--- src/sv/idrd_pkg.sv ---
package idrd_pkg;

    localparam int DEPTH_DEF    = 64;
    localparam int ID_WIDTH_DEF = 32;

    localparam int OP_W     = 3;
    localparam int KEY_W    = 32;
    localparam int RANK_W   = 6;
    localparam int STATUS_W = 3;
    localparam int COUNT_W  = 7;

    typedef enum logic [OP_W-1:0] {
        OP_INSERT    = 3'd0,
        OP_CONTAINS  = 3'd1,
        OP_TRANSLATE = 3'd2,
        OP_FORWARD   = 3'd3,
        OP_BACKWARD  = 3'd4
    } op_t;

    typedef enum logic [STATUS_W-1:0] {
        ST_OK             = 3'd0,
        ST_NOT_TRANSLATED = 3'd1,
        ST_UNKNOWN        = 3'd2,
        ST_LATE_INSERT    = 3'd3,
        ST_FULL           = 3'd4
    } status_t;

    typedef enum logic [1:0] {
        S_IDLE,
        S_CMP,
        S_RESOLVE,
        S_SHIFT
    } state_t;

    typedef struct packed {
        logic cmp;
        logic load;
        logic shift;
        logic wr;
    } cell_ctl_t;

    typedef struct packed {
        logic hit;
        logic mhit;
        logic rhit;
    } cell_hit_t;

endpackage

--- src/sv/idrd_cell.sv ---
module idrd_cell
    import idrd_pkg::*;
#(
    parameter int DEPTH    = DEPTH_DEF,
    parameter int ID_WIDTH = ID_WIDTH_DEF
)
(
    input  logic                       clk,
    input  logic                       rst_n,
    input  cell_ctl_t                  ctl,
    input  logic signed [ID_WIDTH-1:0] key_id,
    input  logic [RANK_W-1:0]          want,
    input  logic signed [ID_WIDTH-1:0] circ_id_in,
    input  logic                       circ_m_in,
    output logic signed [ID_WIDTH-1:0] circ_id_out,
    output logic                       circ_m_out,
    output cell_hit_t                  hits,
    output logic signed [ID_WIDTH-1:0] id_out,
    output logic [((DEPTH > 1) ? $clog2(DEPTH) : 1)-1:0] rank_out
);

    localparam int RW = (DEPTH > 1) ? $clog2(DEPTH) : 1;
    localparam int CW = (RW > RANK_W) ? RW : RANK_W;

    logic signed [ID_WIDTH-1:0] id_reg, id_next;
    logic signed [ID_WIDTH-1:0] circ_id_reg, circ_id_next;
    logic                       valid_reg, valid_next;
    logic                       mapped_reg, mapped_next;
    logic                       circ_m_reg, circ_m_next;
    logic [RW-1:0]              rank_reg, rank_next;
    cell_hit_t                  hits_reg, hits_next;
    logic                       key_eq;

    assign key_eq = valid_reg && (id_reg == key_id);

    always_comb
    begin
        id_next      = id_reg;
        circ_id_next = circ_id_reg;
        valid_next   = valid_reg;
        mapped_next  = mapped_reg;
        circ_m_next  = circ_m_reg;
        rank_next    = rank_reg;
        hits_next    = hits_reg;
        if (ctl.cmp)
        begin
            hits_next.hit  = key_eq;
            hits_next.mhit = key_eq && mapped_reg;
            hits_next.rhit = mapped_reg && (CW'(rank_reg) == CW'(want));
        end
        if (ctl.wr)
        begin
            id_next     = key_id;
            valid_next  = 1'b1;
            mapped_next = 1'b0;
        end
        if (ctl.load)
        begin
            mapped_next  = valid_reg;
            circ_m_next  = valid_reg;
            circ_id_next = id_reg;
            rank_next    = '0;
        end
        if (ctl.shift)
        begin
            circ_id_next = circ_id_in;
            circ_m_next  = circ_m_in;
            if (circ_m_in && (circ_id_in < id_reg))
            begin
                rank_next = rank_reg + RW'(1);
            end
        end
    end

    always_ff @(posedge clk or negedge rst_n)
    begin
        if (!rst_n)
        begin
            valid_reg  <= 1'b0;
            mapped_reg <= 1'b0;
            circ_m_reg <= 1'b0;
            rank_reg   <= '0;
            hits_reg   <= '0;
        end
        else
        begin
            valid_reg  <= valid_next;
            mapped_reg <= mapped_next;
            circ_m_reg <= circ_m_next;
            rank_reg   <= rank_next;
            hits_reg   <= hits_next;
        end
    end

    always_ff @(posedge clk)
    begin
        id_reg      <= id_next;
        circ_id_reg <= circ_id_next;
    end

    assign circ_id_out = circ_id_reg;
    assign circ_m_out  = circ_m_reg;
    assign hits        = hits_reg;
    assign id_out      = id_reg;
    assign rank_out    = rank_reg;

endmodule

--- config.mk ---
export PLATFORM = sky130hd
export DESIGN_NAME = idrd_cell
export DESIGN_NICKNAME = d
export VERILOG_FILES = /design/src/sv/idrd_pkg.sv /design/src/sv/idrd_cell.sv
export SDC_FILE = /design/constraint.sdc
export NUM_CORES = 1
export LEC_CHECK = 0
export BUFFER_PORTS_ARGS = -buffer_cell sky130_fd_sc_hd__buf_2
export CORE_UTILIZATION = 40
export DETAILED_ROUTE_END_ITERATION = 6
export HOLD_SLACK_MARGIN = 0.15
export PLACE_DENSITY = 0.8
export SYNTH_ARGS = -nofsm -noshare
export SYNTH_HDL_FRONTEND = slang
export SYNTH_SLANG_ARGS = --single-unit
--- constraint.sdc ---
create_clock -name clk -period 2.41 [get_ports clk]
set_clock_uncertainty 0.2 [all_clocks]
set_input_delay 0.1205 -clock clk [delete_from_list [all_inputs] [get_ports clk]]
set_output_delay 0.1205 -clock clk [all_outputs]
set_load 0.05 [all_outputs]
==> summary.txt, run 1 <==
Finish
  • Util after Layout: 0.6637
  • Area delta synth->final: 61.23%
  • Nets: 739
  • Finished Cell Area: 6487 µm²
  • Most frequent cells in the layout: 150 x buf_2, 75 x dlygate4sd3_1, 64 x edfxtp_1
  • Commonest non-fill, non-tap cell in the layout: buf_2
  • Antenna cells: 0
  • Share of layout cells above drive strength 1: 0.3969

Placement
  • Number of port buffers: 150
  • Placer congestion estimate: 0.8407
  • Dpl hpwl: 8209 µm
  • Placed inst area: 5228 µm²

Routing
  • Drt drc: 0
  • Via Count: 3,809
  • WL/cell: 16.44 µm
  • DR vias/cell: 4.960
  • Iteration count of the initial detailed-routing pass: 5
  • Detailed Route WL: 12,630 µm
  • Post-route ant nets: 0
  • Drt initial violations: 135

STA
  • Pins over their slew limit: 0
  • Max-slew headroom: 0.4237
  • Actual slew at the worst max-slew pin: 864.5 ps
  • RSZ-0062 raised after global routing: true
  • Tcrit/Tclk final: 1.080
  • Final Hold Vio Count: 0
  • Max Freq: 384.1 MHz
  • Final setup viols: 6
  • Setup ws final: -193.3 ps
  • Min Tclk post-route: 2603 ps

Global routing
  • Number of global-route vias before repair: 3,832
  • Initial antenna violation count: 1
  • Total grt overflow: 0
  • First-pass GRT wire length: 18,410 µm
  • Largest net degree at the start of global routing: 65
  • Total GRT Usage: 0.2363

Hold path
  • Hold Crit Class: primary input to flop

Logic synthesis
  • Mapped Area: 4024 µm²
  • Synth Flop Type: edfxtp_1
  • Post-synthesis net count: 460
  • Syn Inst Count: 351
  • Async SR Flop Fraction: 0.1579
  • Post-synthesis sequential area ratio: 0.5522
  • Yosys warnings: 0
  • Post-synth EDFFs: 64
  • Post-Syn Area per Cell: 11.46 µm²
  • #FFs+latches synth: 76
  • Yosys cell types: 40

Clock tree
  • Clock sinks: 76
  • Root Driver: clkbuf_8
  • Max clock buf depth: 2
  • CTS tree: done
  • Clock buffer count from CTS: 9
  • H-tree depth: 3
  • Later-pin clock latency in the skew report: 350 ps
  • Clock slew at reported path FFs: 80 ps

Setup path
  • Crit-path max FO: 6
  • Critical path required time: 2450 ps
  • CP max stage delay: 400 ps
  • CP Data Arrival Time: 2650 ps
  • Critical-path cell list: inv_1, ha_1, a2111oi_4, o311ai_2, buf_4, a22oi_2, nand3_2, nand3_4, mux2_4
  • Critical Path Slowest Stage Cell: edfxtp_1
  • CP bufs+invs: 2
  • Crit start category: flop
  • CP delay by family, top: compound AO/OA/AOI/OAI gates
  • Setup CP Type: flop to flop
  • Critical Path End Type: flop

Run status
  • Run status: complete, but fails checks
  • Failing checks: negative setup slack

Floorplanning
  • Die area: 10,460 µm²
  • Ports: 151
  • CORE AREA: 9774 µm²
  • Initial core utilization: 0.4117
  • Rows: 36
  • Chip width: 102.3 µm
  • DIE HEIGHT: 102.3 µm

Power and ir drop
  • Combinational cell fraction of total power: 0.301
  • Lkg Pwr: 2.989 nW
  • Sw Ratio: 0.3207
  • Reg power frac: 0.405
  • Internal Power: 0.002671 W
  • Psw: 0.001261 W
  • Clk pwr share: 0.293
  • Worst vdd ir: 298.7 µV
  • PD cells: 606.1 nW/µm²

Job
  • Max cap viols: 0
-- cells in the mapped netlist, types with 2 or more instances --
| master | n | area share |
|---|---|---|
| inv_1 | 38 | 0.035 |
| nand3_1 | 10 | 0.012 |
| clkbuf_1 | 7 | 0.0065 |
| nand4_1 | 10 | 0.016 |
| a21oi_1 | 12 | 0.015 |
| or2_2 | 2 | 0.0031 |
| ha_1 | 32 | 0.10 |
| nor2_1 | 5 | 0.0047 |
| nor4_1 | 7 | 0.011 |
| nor3_1 | 3 | 0.0037 |
| o21ai_0 | 41 | 0.051 |
| dfrtp_1 | 12 | 0.075 |
| mux2_2 | 2 | 0.0056 |
| nand2_1 | 41 | 0.038 |
| xor2_1 | 31 | 0.067 |
| xnor2_1 | 9 | 0.020 |
| edfxtp_1 | 64 | 0.48 |
| a21o_1 | 3 | 0.0056 |
-- worst reg2reg max path: stages, from the launching register on --
cell and delay (ps):
edfxtp_1 400, inv_1 110, ha_1 280, a2111oi_4 340, o311ai_2 140, buf_4 160
a22oi_2 270, nand3_2 170, nand3_4 140, mux2_4 300
-- worst paths after layout --
check                           depth (start not counted)          end      start  slack [ps]
worst min-delay path                                    4      hits[0]    want[4]         190
worst min register to register                          1      hits[0]    hits[0]         310
worst max-delay path                                    9  rank_out[1]  id_out[1]        -190
min in group asynchronous                               3      hits[0]      rst_n         660
worst max register to register                          9  rank_out[1]  id_out[1]        -190
max in group asynchronous                               3    valid_reg      rst_n         980
-- metrics by stage --
step	setup WS, ps	cells	hold slack, ps	total power, W	setup TNS, ps
finish	-193.3	768	185.5	0.003932	-883.5
global route	-271.0	768	248.1	0.004074	-1538
CTS	-133.1	762	183.6	0.003853	-374.9
detailed placement	-168.5	668	-191.9	0.002600	-547.4
global placement	-134.0	668	-198.4	0.002577	-169.4
floorplan	-351.8	351	-375.1	0.002238	-1283
-- layout make-up --
| cell class | instances | area [µm²] |
|---|---|---|
| clock buffer | 10 | 127.6 |
| inverter | 38 | 142.6 |
| sequential | 76 | 2222 |
| fill | 700 | 3287 |
| clock inverter | 6 | 102.6 |
| timing repair buffer | 275 | 1877 |
| tap | 133 | 166.4 |
| multi-input combinational | 230 | 1849 |
-- routing by layer --
| layer | global-route usage | up-vias | share of wire |
|---|---|---|---|
| li1 | - | 1823 | - |
| met1 | 0.2784 | 1802 | 0.40 |
| met2 | 0.4208 | 149 | 0.51 |
| met3 | 0.03488 | 33 | 0.054 |
| met4 | 0.1154 | 2 | 0.029 |
| met5 | 0 | - | 0.0010 |
-- kinds of logic after synthesis --
kind of cell             synth area share
AO/OA/AOI/OAI                     0.09764
XOR/XNOR                          0.08707
adder cells (fa/ha/maj)           0.09950
flip-flops                         0.5522
multiplexers                      0.01181
AND/OR/NAND/NOR                    0.1098
buffers and inverters             0.04198
-- power groups by stage --
stage,logic [W],clock network [W],registers (W)
after detailed placement,0.000980,0,0.00162
after CTS,0.00110,0.00116,0.00159
after floorplan,0.000259,0,0.00198
final,0.00119,0.00115,0.00159
after global placement,0.000961,0,0.00162
after global routing,0.00126,0.00120,0.00161
-- repair_timing --
item / 4_1_cts / 5_1_grt
pin swaps: 10 / 10
endpoints found under the hold margin: 87 / 0
gates cloned: 0 / 0
setup endpoints to repair: 7 / 7
gates resized for setup: 10 / 23
buffers inserted: 3 / 6
hold buffers: 75 / 0
Power figures use the tool's default switching activity.
==> inputs of run 2 (changes only) <==
--- a/config.mk
+++ b/config.mk
@@ -6,10 +6,10 @@
 export NUM_CORES = 1
 export LEC_CHECK = 0
 export BUFFER_PORTS_ARGS = -buffer_cell sky130_fd_sc_hd__buf_2
-export CORE_UTILIZATION = 40
+export CORE_UTILIZATION = 53
 export DETAILED_ROUTE_END_ITERATION = 6
 export HOLD_SLACK_MARGIN = 0.15
-export PLACE_DENSITY = 0.8
+export PLACE_DENSITY = 0.95
 export SYNTH_ARGS = -nofsm -noshare
 export SYNTH_HDL_FRONTEND = slang
 export SYNTH_SLANG_ARGS = --single-unit
==> constraint.sdc (replaced) <==
create_clock -name clk -period 3 [get_ports clk]
set_clock_uncertainty 0.2 [all_clocks]
set_input_delay 0.15 -clock clk [delete_from_list [all_inputs] [get_ports clk]]
set_output_delay 0.15 -clock clk [all_outputs]
set_load 0.05 [all_outputs]
==> run 2 against run 1 <==
  * The flow now finishes without violations
  * Clock power fell by 12%
  * Utilization is 14 points higher
  * Non-clock buffer count shrank 53
  * Cell count fell by 11%
  * Via count grew 1.3%
  * Register-to-register slack improved by 330 ps
  * Global-route usage up 10 points
==> summary.txt, run 2 (synthesized netlist as in run 1, its figures left out) <==
Run status
  • Run status: finished clean

Finish
  • Nets: 686
  • Layout Cells excl Fill: 680
  • Share of layout cells above drive strength 1: 0.3029
  • Finished Cell Area: 5842 µm²
  • Commonest non-fill, non-tap cell in the layout: buf_2
  • Fill cell count: 433
  • Area delta synth->final: 45.18%
  • FF+latch area: 2222 µm²
  • Most frequent cells in the layout: 150 x buf_2, 71 x dlygate4sd3_1, 64 x edfxtp_1
  • Antenna cells: 0
  • Multi-input combinational cell area: 1633 µm²

Routing
  • DR vias/cell: 5.676
  • Drt drc: 0
  • Drt initial violations: 264
  • Iteration count of the initial detailed-routing pass: 7
  • Via Count: 3,860
  • Post-route ant nets: 0
  • WL/cell: 18.78 µm
  • Detailed Route WL: 12,770 µm

Clock tree
  • Post-CTS Hold Buffers: 71
  • Clock buffer count from CTS: 9
  • Root Driver: clkbuf_8
  • Max clock buf depth: 2
  • Setup repair bufs after CTS: 0
  • Clock sinks: 76
  • H-tree depth: 3
  • CTS tree: done
  • Later-pin clock latency in the skew report: 350 ps
  • Clock slew at reported path FFs: 70 ps
  • Post-CTS sizing: 0

Power and ir drop
  • Total Power: 0.003125 W
  • Lkg Pwr: 2.722 nW
  • PD cells: 535.0 nW/µm²
  • Worst vdd ir: 427.4 µV

STA
  • RSZ-0062 raised after global routing: false
  • Max Freq: 349.5 MHz
  • Setup TNS: 0 ps
  • Final setup viols: 0
  • Min Tclk post-route: 2862 ps
  • Final Hold Vio Count: 0
  • Pins over their slew limit: 0
  • Actual slew at the worst max-slew pin: 831.1 ps
  • Tcrit/Tclk final: 0.9539
  • Max-slew headroom: 0.4459
  • Setup ws final: 138.4 ps

Placement
  • Post-Place Cells: 594
  • Pre-CTS setup slack: 327.9 ps
  • Dpl hpwl: 7948 µm
  • Placed inst area: 4880 µm²
  • Number of port buffers: 150
  • Placer congestion estimate: 0.9112

Setup path
  • Critical Path Slowest Stage Cell: edfxtp_1
  • CP bufs+invs: 1
  • Crit start category: flop
  • Critical path required time: 3030 ps
  • Crit-path max FO: 6
  • CP delay by family, top: simple AND/OR/NAND/NOR gates
  • Setup CP Type: flop to flop
  • CP Data Arrival Time: 2900 ps
  • Critical Path End Type: flop
  • CP max stage delay: 480 ps
  • Critical-path cell list: inv_1, ha_1, nand4_1, nor2_1, a22oi_1, nor4b_2, nand3_1, nand3_4, mux2_4

Global routing
  • Total GRT Usage: 0.3382
  • Initial antenna violation count: 0
  • Largest net degree at the start of global routing: 64
  • Total grt overflow: 0
  • Number of global-route vias before repair: 3,876
  • First-pass GRT wire length: 19,390 µm

Floorplanning
  • DIE HEIGHT: 89.14 µm
  • Chip width: 89.14 µm
  • Ports: 151
  • Die area: 7945 µm²
  • CORE AREA: 7292 µm²
  • Initial core utilization: 0.5518
  • Rows: 31

Job
  • Max cap viols: 0

Hold path
  • Hold Crit Class: primary input to flop
==> run 2: path summary, 6_finish.rpt <==
check | cells after the start | slack, ps | start | endpoint
max reg2reg | 9 | 140 | id_out[25] | rank_out[1]
max in group asynchronous | 3 | 1610 | rst_n | rank_out[4]
min | 5 | 170 | want[0] | hits[0]
min in group asynchronous | 3 | 630 | rst_n | valid_reg
min reg2reg | 1 | 310 | hits[0] | hits[0]
max | 9 | 140 | id_out[25] | rank_out[1]
==> run 2: metrics by stage <==
stage | utilization | hold WS [ps]
global route | 0.8011 | 209.1
floorplan | - | -345.6
finish | 0.8011 | 173.4
detailed placement | 0.6692 | -158.4
CTS | 0.8011 | 172.1
global placement | 0.6692 | -162.1
==> run 2: worst register-to-register path, delay by kind of cell (launching register included) <==
kind | cells | cell delay [ps]
flops | 1 | 480
buf+inv | 1 | 140
mux | 1 | 300
simple gates | 5 | 1200
compound gates | 1 | 150
fa+ha+maj | 1 | 270
==> run 2: layout make-up <==
class	instances	share of cell area
flip-flops and latches	76	0.3804
repair buffers	222	0.2514
clock inverters	6	0.02185
well taps	99	0.02120
inverters	38	0.02442
multi-input cells	230	0.2795
clock buffers	9	0.02120
==> run 2: per-layer routing <==
layer / share of wire / track usage / up-vias
met5: 0 / 0 / -
met4: 0.052 / 0.2107 / 0
met3: 0.083 / 0.06648 / 69
met2: 0.50 / 0.5871 / 282
met1: 0.36 / 0.3844 / 1795
li1: - / - / 1714
==> run 2: power by group <==
group,leakage (nW),switching [W],internal (W)
registers,0.802,0.0000575,0.00124
logic,1.80,0.000554,0.000262
clock network,0.124,0.000382,0.000627
==> inputs of run 3 (changes only) <==
==> config.mk (replaced) <==
export PLATFORM = sky130hd
export DESIGN_NAME = idrd_cell
export DESIGN_NICKNAME = d
export VERILOG_FILES = /design/src/sv/idrd_pkg.sv /design/src/sv/idrd_cell.sv
export SDC_FILE = /design/constraint.sdc
export NUM_CORES = 1
export LEC_CHECK = 0
export CORE_UTILIZATION = 60
export DETAILED_ROUTE_END_ITERATION = 6
export DONT_BUFFER_PORTS = 1
export HOLD_SLACK_MARGIN = 0.15
export PLACE_DENSITY = 0.86
export REMOVE_ABC_BUFFERS = 1
export SYNTH_ARGS = -nofsm -noshare
export SYNTH_HDL_FRONTEND = slang
export SYNTH_SLANG_ARGS = --single-unit
==> run 3 against run 2 <==
  * Synthesized cell count unchanged
  * Area after synthesis unchanged
  * The flow now stops in clock tree synthesis
==> summary.txt, run 3 <==
Logic synthesis
  • Syn Inst Count: 351
  • Mapped Area: 4024 µm²
  • Yosys warnings: 0
  • Synth Flop Type: edfxtp_1
  • Top cells by count, synth: 64 x edfxtp_1, 41 x nand2_1, 41 x o21ai_0
  • Post-synthesis sequential area ratio: 0.5522
  • Area contributors post-synth: edfxtp_1 48%, ha_1 10%, dfrtp_1 7.5%, xor2_1 6.7%, o21ai_0 5.1%
  • Async SR Flop Fraction: 0.1579
  • Count leader, synth: edfxtp_1
  • Post-synth EDFFs: 64
  • Yosys cell types: 40
  • Synth area leader: edfxtp_1
  • #FFs+latches synth: 76
  • Share of the synthesized area in the top cell type: 0.4776
  • Post-Syn Area per Cell: 11.46 µm²

Floorplanning
  • Ports: 151
  • Chip width: 83.89 µm
  • DIE HEIGHT: 83.89 µm
  • Initial core utilization: 0.6265
  • Rows: 29

Clock tree
  • Post-CTS Hold Buffers: 101
  • Post-CTS sizing: 0
  • Root Driver: clkbuf_8
  • Clock sinks: 76
  • Max clock buf depth: 2
  • Clock buffer count from CTS: 9
  • Setup repair bufs after CTS: 0
  • H-tree depth: 3

Placement
  • Post-Place Cells: 453
  • Dpl hpwl: 7104 µm
  • Number of port buffers: 0
  • Pre-CTS setup slack: 391.7 ps
  • Placer congestion estimate: 0.8331

Run status
  • Stop stage: clock tree synthesis
  • Err: [ERROR RSZ-0060] Max buffer count reached.
  • Run status: stopped before the end
[run 3: cell counts after synthesis]
No cell type changed its count.
[run 3: cells by family after synthesis]
family,Yosys count,synth area share
flip-flops,76,0.5522
adder cells (fa/ha/maj),32,0.09950
AND/OR/NAND/NOR,86,0.1098
AO/OA/AOI/OAI,68,0.09764
XOR/XNOR,40,0.08707
buffers and inverters,45,0.04198
multiplexers,4,0.01181
[run 3: stage by stage]
step	instance area [µm²]	hold slack (ps)	utilization
2_1_floorplan	3998	-345.6	-
3_3_place_gp	4334	-345.4	0.6748
3_5_place_dp	4334	-345.4	0.6748
==> inputs of run 4 (changes only) <==
--- a/config.mk
+++ b/config.mk
@@ -5,11 +5,10 @@
 export SDC_FILE = /design/constraint.sdc
 export NUM_CORES = 1
 export LEC_CHECK = 0
-export CORE_UTILIZATION = 60
+export CORE_UTILIZATION = 40
 export DETAILED_ROUTE_END_ITERATION = 6
 export DONT_BUFFER_PORTS = 1
-export HOLD_SLACK_MARGIN = 0.15
-export PLACE_DENSITY = 0.86
+export PLACE_DENSITY_LB_ADDON = 0.15
 export REMOVE_ABC_BUFFERS = 1
 export SYNTH_ARGS = -nofsm -noshare
 export SYNTH_HDL_FRONTEND = slang
==> run 4 against run 3 <==
  * The run now ends clean
==> summary.txt, run 4 (synthesized netlist as in run 1, its figures left out) <==
Finish
  • Nets: 568
  • Most frequent cells in the layout: 70 x dlygate4sd3_1, 64 x edfxtp_1, 41 x nand2_1, 41 x o21ai_0, 38 x inv_1
  • Commonest non-fill, non-tap cell in the layout: dlygate4sd3_1
  • Layout Cells excl Fill: 597
  • Share of layout cells above drive strength 1: 0.1315
  • Antenna cells: 0
  • Area delta synth->final: 32.62%
  • Util after Layout: 0.5460

Floorplanning
  • DIE HEIGHT: 102.3 µm
  • Initial core utilization: 0.4117
  • Ports: 151
  • Die area: 10,460 µm²
  • CORE AREA: 9774 µm²
  • Rows: 36
  • Chip width: 102.3 µm

STA
  • Max-slew headroom: 0.4443
  • Actual slew at the worst max-slew pin: 833.5 ps
  • Min Tclk post-route: 2663 ps
  • RSZ-0062 raised after global routing: false
  • Setup ws final: 336.5 ps
  • Setup TNS: 0 ps
  • Tcrit/Tclk final: 0.8878
  • Minimum hold slack: 18.80 ps
  • Final setup viols: 0
  • Final Hold Vio Count: 0
  • Max Freq: 375.4 MHz
  • Pins over their slew limit: 0

Clock tree
  • Post-CTS sizing: 0
  • Max clock buf depth: 2
  • Clock slew at reported path FFs: 80 ps
  • Later-pin clock latency in the skew report: 350 ps
  • H-tree depth: 3
  • Clock buffer count from CTS: 9
  • Setup repair bufs after CTS: 0
  • Clock sinks: 76
  • CTS tree: done
  • Root Driver: clkbuf_8

Hold path
  • Hold Crit Class: primary input to asynchronous set/reset pin

Setup path
  • CP delay by family, top: simple AND/OR/NAND/NOR gates
  • Critical-path cell list: inv_1, ha_1, a21oi_1, o21ai_0, a22oi_1, nor4b_2, nand3_1, nand3_4, mux2_4
  • Critical Path Slowest Stage Cell: edfxtp_1
  • R2r startpoint: id_out[23]
  • CP Data Arrival Time: 2700 ps
  • Crit start category: flop
  • Crit-path max FO: 6
  • CP Launch Point: id_out[23]
  • Setup CP Type: flop to flop
  • CP max stage delay: 390 ps
  • CP bufs+invs: 1
  • Critical Path End Type: flop
  • Critical path required time: 3030 ps

Routing
  • WL/cell: 17.41 µm
  • Iteration count of the initial detailed-routing pass: 4
  • Detailed Route WL: 10,400 µm
  • Via Count: 3,075
  • Drt drc: 0
  • Post-route ant nets: 0
  • DR vias/cell: 5.151
  • Drt initial violations: 93

Run status
  • Run status: finished clean

Global routing
  • First-pass GRT wire length: 15,570 µm
  • Initial antenna violation count: 0
  • Total grt overflow: 0
  • Total GRT Usage: 0.2026
  • Largest net degree at the start of global routing: 66
  • Number of global-route vias before repair: 3,112

Placement
  • Pre-CTS setup slack: 371.3 ps
  • Dpl hpwl: 7200 µm
  • Post-Place Cells: 509
  • Placer congestion estimate: 0.7480
  • Number of port buffers: 0

Power and ir drop
  • Sw Ratio: 0.3355
  • Internal Power: 0.001845 W
  • PD cells: 520.3 nW/µm²
  • Lkg Pwr: 2.244 nW
  • Clk pwr share: 0.281
  • Psw: 0.0009315 W
  • Worst vdd ir: 246.7 µV
  • Reg power frac: 0.519
  • Combinational cell fraction of total power: 0.200

Job
  • Max cap viols: 0
-- run 4: layer usage --
metal	vias up	routed length (µm)	share of wire	global-route usage
li1	1480	-	-	-
met1	1455	4389	0.42	0.2492
met2	127	5011	0.48	0.3407
met3	13	839	0.081	0.05677
met4	0	155	0.015	0.07143
met5	-	0	0	0
-- run 4: through the flow --
step | power (W) | cell area (µm²)
final | 0.002777 | 5336
after global placement | 0.001905 | 4404
after global routing | 0.002899 | 5336
after floorplan | 0.001788 | 3998
after detailed placement | 0.001914 | 4404
after CTS | 0.002798 | 5336
-- run 4: what timing repair did --
action / CTS / global route
endpoints found under the hold margin: 120 / 0
hold buffers: 72 / 0
setup endpoints to repair: 0 / 0
-- run 4: power by group through the flow --
stage | clock (W) | sequential (W) | combinational (W)
global route | 0.000839 | 0.00145 | 0.000606
finish | 0.000780 | 0.00144 | 0.000555
CTS | 0.000798 | 0.00144 | 0.000557
floorplan | 0 | 0.00159 | 0.000198
detailed placement | 0 | 0.00147 | 0.000447
global placement | 0 | 0.00146 | 0.000441
-- run 4: worst paths after layout --
path / end / cells after the start / slack, ps
worst min register to register: valid_reg / 1 / 350
max in group asynchronous: valid_reg / 1 / 2220
min in group clk: rank_out[4] / 4 / 40
worst max-delay path: rank_out[1] / 9 / 340
worst max register to register: rank_out[1] / 9 / 340
worst min-delay path: rank_out[5] / 1 / 20
-- run 4: area by class of cell --
type,instances,area (µm²)
repair buffers,104,980.9
inverters,38,142.6
well taps,133,166.4
clock buffers,9,123.9
flip-flops and latches,76,2222
clock inverters,7,67.56
multi-input cells,230,1633
fillers,867,4438
